$ cat config.mk
export PLATFORM = sky130hd
export DESIGN_NAME = ljmic_queue
export DESIGN_NICKNAME = d
export VERILOG_FILES = /design/src/rtl/ljmic_pkg.sv /design/src/rtl/ljmic_queue.sv
export SDC_FILE = /design/constraint.sdc
export NUM_CORES = 1
export LEC_CHECK = 0
export BUFFER_PORTS_ARGS = -buffer_cell sky130_fd_sc_hd__buf_4
export CAP_MARGIN = 20
export CORE_ASPECT_RATIO = 0.5
export CORE_MARGIN = 2
export CORE_UTILIZATION = 40
export CTS_CLUSTER_DIAMETER = 200
export CTS_CLUSTER_SIZE = 40
export DETAILED_ROUTE_END_ITERATION = 12
export HOLD_SLACK_MARGIN = 0.05
export PLACE_DENSITY_LB_ADDON = 0.12
export REMOVE_ABC_BUFFERS = 1
export SLEW_MARGIN = 20
export SYNTH_ARGS = -nofsm -noshare
export SYNTH_HDL_FRONTEND = slang
export SYNTH_SLANG_ARGS = --single-unit
$ cat constraint.sdc
create_clock -name clk -period 7.4 [get_ports clk]
set_clock_uncertainty 0.2 [all_clocks]
set_input_delay 1.11 -clock clk [delete_from_list [all_inputs] [get_ports clk]]
set_output_delay 1.11 -clock clk [all_outputs]
set_load 0.03 [all_outputs]
$ cat src/rtl/ljmic_pkg.sv
// Package for the Lennard-Jones minimum-image energy accumulator.
// Holds payload structs, widths, config register indexes and the back-end sequencer state enum.
// No dependencies.
package ljmic_pkg;

	localparam int unsigned CoordFracBitsDefault = 16;
	localparam int unsigned BoxW = 31;
	localparam int unsigned CfgIdxW = 2;

	localparam logic [CfgIdxW-1:0] RegBoxX = 2'd0;
	localparam logic [CfgIdxW-1:0] RegBoxY = 2'd1;
	localparam logic [CfgIdxW-1:0] RegBoxZ = 2'd2;

	typedef struct packed {
		logic signed [31:0] own_x;
		logic signed [31:0] own_y;
		logic signed [31:0] own_z;
		logic [23:0]        own_sigma;
		logic [23:0]        own_epsilon;
		logic signed [31:0] partner_x;
		logic signed [31:0] partner_y;
		logic signed [31:0] partner_z;
		logic [23:0]        partner_sigma;
		logic [23:0]        partner_epsilon;
		logic               last_pair;
	} pair_in_t;

	typedef struct packed {
		logic signed [63:0] total_energy;
		logic               saturated;
	} energy_out_t;

	// Classified pair handed from the front to the back end.
	typedef struct packed {
		logic [63:0] r2;
		logic [47:0] sig2;
		logic [47:0] epsprod;
		logic        last_pair;
	} pair_job_t;

	typedef enum logic [3:0] {
		ST_IDLE,
		ST_SQRT,
		ST_DIV,
		ST_SQ,
		ST_CUBE,
		ST_SIX,
		ST_MAG,
		ST_TERM,
		ST_ACC,
		ST_EMIT
	} back_state_t;

endpackage

$ cat src/rtl/ljmic_queue.sv
// Short queue between front and back end.
// Depends on ljmic_pkg. Two-entry register FIFO.
module ljmic_queue (
	input  logic                  clk,
	input  logic                  arst_n,
	input  ljmic_pkg::pair_job_t  wr_data,
	input  logic                  wr_valid,
	output logic                  wr_ready,
	output ljmic_pkg::pair_job_t  rd_data,
	output logic                  rd_valid,
	input  logic                  rd_ready
);
	import ljmic_pkg::*;

	pair_job_t mem_q [2];
	logic      wp_q, rp_q;
	logic [1:0] cnt_q;
	logic      wr_en, rd_en;

	assign wr_ready = (cnt_q != 2'd2);
	assign rd_valid = (cnt_q != 2'd0);
	assign wr_en    = wr_valid && wr_ready;
	assign rd_en    = rd_valid && rd_ready;
	assign rd_data  = mem_q[rp_q];

	always_ff @(posedge clk or negedge arst_n) begin
		if (!arst_n) begin
			wp_q  <= 1'b0;
			rp_q  <= 1'b0;
			cnt_q <= 2'd0;
		end else begin
			if (wr_en) wp_q <= ~wp_q;
			if (rd_en) rp_q <= ~rp_q;
			cnt_q <= cnt_q + 2'(wr_en) - 2'(rd_en);
		end
	end

	always_ff @(posedge clk) begin
		if (wr_en) begin
			mem_q[wp_q] <= wr_data;
		end
	end

endmodule

# --- After elaboration in Yosys (flattened, before gate mapping) ---
# Memory sizes are Yosys's and may differ from the RTL's.
# Index checks and enable logic that the tools add are counted.
totals:
  reg_bits: 4
  ramBits: 322
  input_bits: 165
  output_inout_bits: 163
  elab_cells: 14
  memories: 1
memory_table:
  columns: ["memory", "depth", "word_bits", "read_ports", "rd_ports_with_merged_regs", "write_ports", "line", "rtl"]
  rows:
  - ["mem_q", 2, 161, 1, 0, 1, "ljmic_queue.sv:15", "pair_job_t mem_q [2];"]
op_classes:
  addsub: 2
  eq_ne: 1
  mux: 2
  bitwise_logic: 2
  n_reduce_logical: 3
op_table:
  columns: ["operator", "count"]
  rows:
  - ["$add 2x1->2", 1]
  - ["$logic_and 1x1->1", 2]
  - ["$mux 1", 2]
  - ["$ne 2x2->1 const B", 1]
  - ["$not 1->1", 2]
  - ["$reduce_bool 2->1", 1]
  - ["$sub 2x1->2", 1]

# --- Depth between registers and ports, before layout ---
logic_depth:
  word_depth: 4
  depth_mapped: 7
  ltp_nobuf: 7

# --- Worst setup path after synthesis ---
# OpenSTA, ideal clock, no wires.
synth_path:
  path_kind: "input -> register"
  start: "in wr_valid"
  end: "mem mem_q[0][0] in the netlist's numbering (enable)"
  setup_ps: 685
  arrival_ps: 7896
  t_required_ps: 6515
  slack_ps: -1381
  path_stages: 2
  path_buffers: 0
  cell_sequence: "nand2_1 -> nor2_1"
synth_between:
  elab_chain_len: 3
synth_rtl:
  columns: ["element", "line", "rtl"]
  rows:
  - ["start, declared", "ljmic_queue.sv:7", "input logic wr_valid,"]
  - ["$logic_and 1x1->1", "ljmic_queue.sv:22", "assign wr_en = wr_valid && wr_ready;"]
  - ["$mux 1", "ljmic_queue.sv:39", "if (wr_en) begin"]
  - ["$mux 1 (implied by the code)", "ljmic_queue.sv:40", "mem_q[wp_q] <= wr_data;"]
  - ["end, declared", "ljmic_queue.sv:15", null]
# No other way between the ends.

==> flow_metrics.py <==
metrics = {
    "finish": {
        "final.fill_count": 2512,
        "antennaDiodeCount": 0,
        "multiInputGateArea_um2": 2218,
        "final_layout_size_suffix_gt1_share_pct": 60.31,
        "number_of_standard_cells_in_the_final_layout_excluding_fillers": 1248,
        "final_net_count": 1014,
        "syn2layout_area_growth_pct": 26.69,
        "layout.cells.most_common": "sky130_fd_sc_hd__buf_4",
        "layout_common_cells": "332 x sky130_fd_sc_hd__buf_4, 322 x sky130_fd_sc_hd__edfxtp_1, 81 x sky130_fd_sc_hd__mux2_2",
        "ff_latch_area_um2": 9773,
    },
    "worst_setup_path": {
        "timing_worst_setup_path_type": "reg -> out",
        "crit_required_ns": 6.09,
        "setup.worst_path.end_class": "primary output",
        "timing.critical_path.fanout_max": 150,
        "timing.critical_path.arrival_ns": 2.60,
        "critPathLaunchType": "flop",
    },
    "worst_hold_path": {
        "hold_class": "in -> async",
    },
    "clock_network": {
        "cts.sinks": 326,
        "htree_num_levels": 1,
        "cts.repair_timing.setup_buffer_count": 0,
        "cts_buffer_count": 12,
        "max-clock-path-buffers": 3,
        "cts_root_buf": "sky130_fd_sc_hd__clkbuf_16",
        "cts_resized": 0,
        "clk_pin_slew_worst_paths_ns": 0.14,
        "cts_tree": "built",
        "insertion_delay_ns": 0.50,
        "postCtsHoldBufs": 0,
    },
    "sta": {
        "report.final.setup_viol": 0,
        "slew-limit-headroom_pct": 22.85,
        "setup-tns-final_ns": 0,
        "hold_viol_final": 0,
        "rsz_0062_raised_after_global_routing": "no",
        "maxClockFrequency_mhz": 255.5,
        "tightest_pin_transition_ns": 1.157,
        "final_cycle_share_pct": 52.88,
        "timing.final.crit_period_ns": 3.913,
        "slew_violations": 0,
    },
    "route": {
        "via_per_inst": 4.623,
        "finalWirelength_um": 24080,
        "dr.first_iter.drc_count": 317,
        "drt-wirelength-per-cell_um": 19.30,
        "final_antenna_net_count": 0,
        "drcViolationCount": 0,
        "route.vias.total": 5770,
        "drt-pass1-iter-count": 5,
    },
    "place": {
        "gp_congestion": 0.7572,
        "place.detailed.hpwl_um": 16130,
        "port_buffers": 327,
        "dpl.cell_count": 1232,
    },
    "pwr": {
        "p_switching_w": 0.002244,
        "sw_frac_of_total_pct": 35.99,
        "power-per-cell-area_nw_per_um2": 405.7,
        "pwr-share-clk_pct": 13.8,
        "max_rail_drop_vdd_v": 0.0003480,
        "seq_power_share_pct": 42.0,
        "share_comb_of_total_power_pct": 44.2,
        "leakage_nw": 5.837,
        "cell_internal_pwr_w": 0.003991,
    },
    "floorplan": {
        "chipHeight_um": 127.1,
        "pin_count": 328,
        "placeable_core_area_um2": 30070,
        "initial_core_util_pct": 40.35,
        "floorplan.rows": 45,
        "dieArea_um2": 31820,
        "die_x_um": 250.3,
    },
    "synth": {
        "postSynthRegisterBits": 326,
        "synth.lib_cells_used.distinct": 16,
        "synth_enable_flop_cells": 322,
        "synthArstFlopShare_pct": 1.227,
        "synth-seq-area-share_pct": 80.53,
        "synthesis.yosys.warnings": 0,
        "post_synth_instance_area_um2": 12130,
        "ys.flop_type": "sky130_fd_sc_hd__edfxtp_1",
        "netlist_instances": 518,
        "syn-mean-instance-area_um2": 23.42,
    },
    "global_routing": {
        "grt_antenna_before_repair": 0,
        "grt_start_max_net_pins": 151,
        "grt_first_pass_wirelength_um": 35220,
        "first_global_vias": 6042,
        "globalRouteTotalUtil_pct": 14.56,
        "globalRoute.totalOverflow": 0,
    },
    "status": {
        "status": "complete, no violations",
    },
    "job": {
        "max-cap-violations": 0,
    },
}
==> kinds of logic after synthesis <==
family	synth area share, %
buf+inv	1.289
fa+ha+maj	0.2062
flops	80.53
xor+xnor	0.2888
simple gates	0.2682
mux	17.42
==> power groups by stage <==
| stage | sequential, W | combinational, W | clock [W] |
|---|---|---|---|
| 4_1_cts | 0.00263 | 0.00280 | 0.000900 |
| 6_report | 0.00262 | 0.00275 | 0.000860 |
| 3_5_place_dp | 0.00267 | 0.00280 | 0 |
| 5_1_grt | 0.00266 | 0.00289 | 0.000953 |
| 2_1_floorplan | 0.00287 | 0.00185 | 0 |
| 3_3_place_gp | 0.00265 | 0.00280 | 0 |
==> metal layers <==
| layer | track usage (%) | share of wire (%) | vias up |
|---|---|---|---|
| met5 | 0 | 0 | - |
| met4 | 3.205 | 1.9 | 0 |
| met3 | 2.812 | 3.3 | 22 |
| met2 | 28.04 | 57 | 99 |
| met1 | 16.90 | 38 | 2958 |
| li1 | - | - | 2691 |
==> synth_stat cells (2+ instances only) <==
library cell               count  area (µm²)
sky130_fd_sc_hd__mux2_4       80        1201
sky130_fd_sc_hd__buf_2         8       40.04
sky130_fd_sc_hd__buf_6        10       112.6
sky130_fd_sc_hd__dfrtp_1       4       100.1
sky130_fd_sc_hd__xnor2_1       3       26.28
sky130_fd_sc_hd__mux2_2       81       912.1
sky130_fd_sc_hd__edfxtp_1    322        9669
sky130_fd_sc_hd__ha_1          2       25.02
==> flip-flops by register name, indices dropped and copies added (netlist names) <==
name and flops:
mem_q 322, rp_q 1, wp_q 1, cnt_q 2
==> worst paths after layout <==
kind,cells after the start,end,from,slack [ns]
max,3,rd_data[59],rp_q,3.49
min,1,rp_q,arst_n,0.17
max reg2reg,3,mem_q[1][56],cnt_q[1],4.65
min reg2reg,1,cnt_q[0],cnt_q[0],0.34
max in group asynchronous,1,wp_q,arst_n,6.67
min in group clk,1,cnt_q[0],cnt_q[0],0.34
==> stage by stage <==
stage               hold WS, ns  util [%]  power, W  setup WS (ns)  instance area [µm²]
floorplan                0.2608         -  0.004717         -1.381                11980
global placement         0.2949     49.91  0.005449          3.973                15010
detailed placement       0.3108     49.91  0.005470          3.976                15010
CTS                      0.1435     51.12  0.006330          3.464                15370
global route             0.1354     51.12  0.006509          3.359                15370
finish                   0.1669     51.12  0.006235          3.487                15370
==> cell type report <==
class                      instances  area share, %
multi-input combinational        173          14.43
clock inverter                     1         0.1954
inverter                           1        0.02442
clock buffer                      15          2.165
tap                              399          3.248
sequential                       326          63.59
timing repair buffer             333          16.35
==> worst max-delay path, stage by stage, from the launching register on <==
cell and delay, ns:
sky130_fd_sc_hd__dfrtp_4 0.58, sky130_fd_sc_hd__buf_12 0.65, sky130_fd_sc_hd__mux2_2 0.43, sky130_fd_sc_hd__buf_4 0.17
Note: power is estimated with default switching activity, not from simulation.
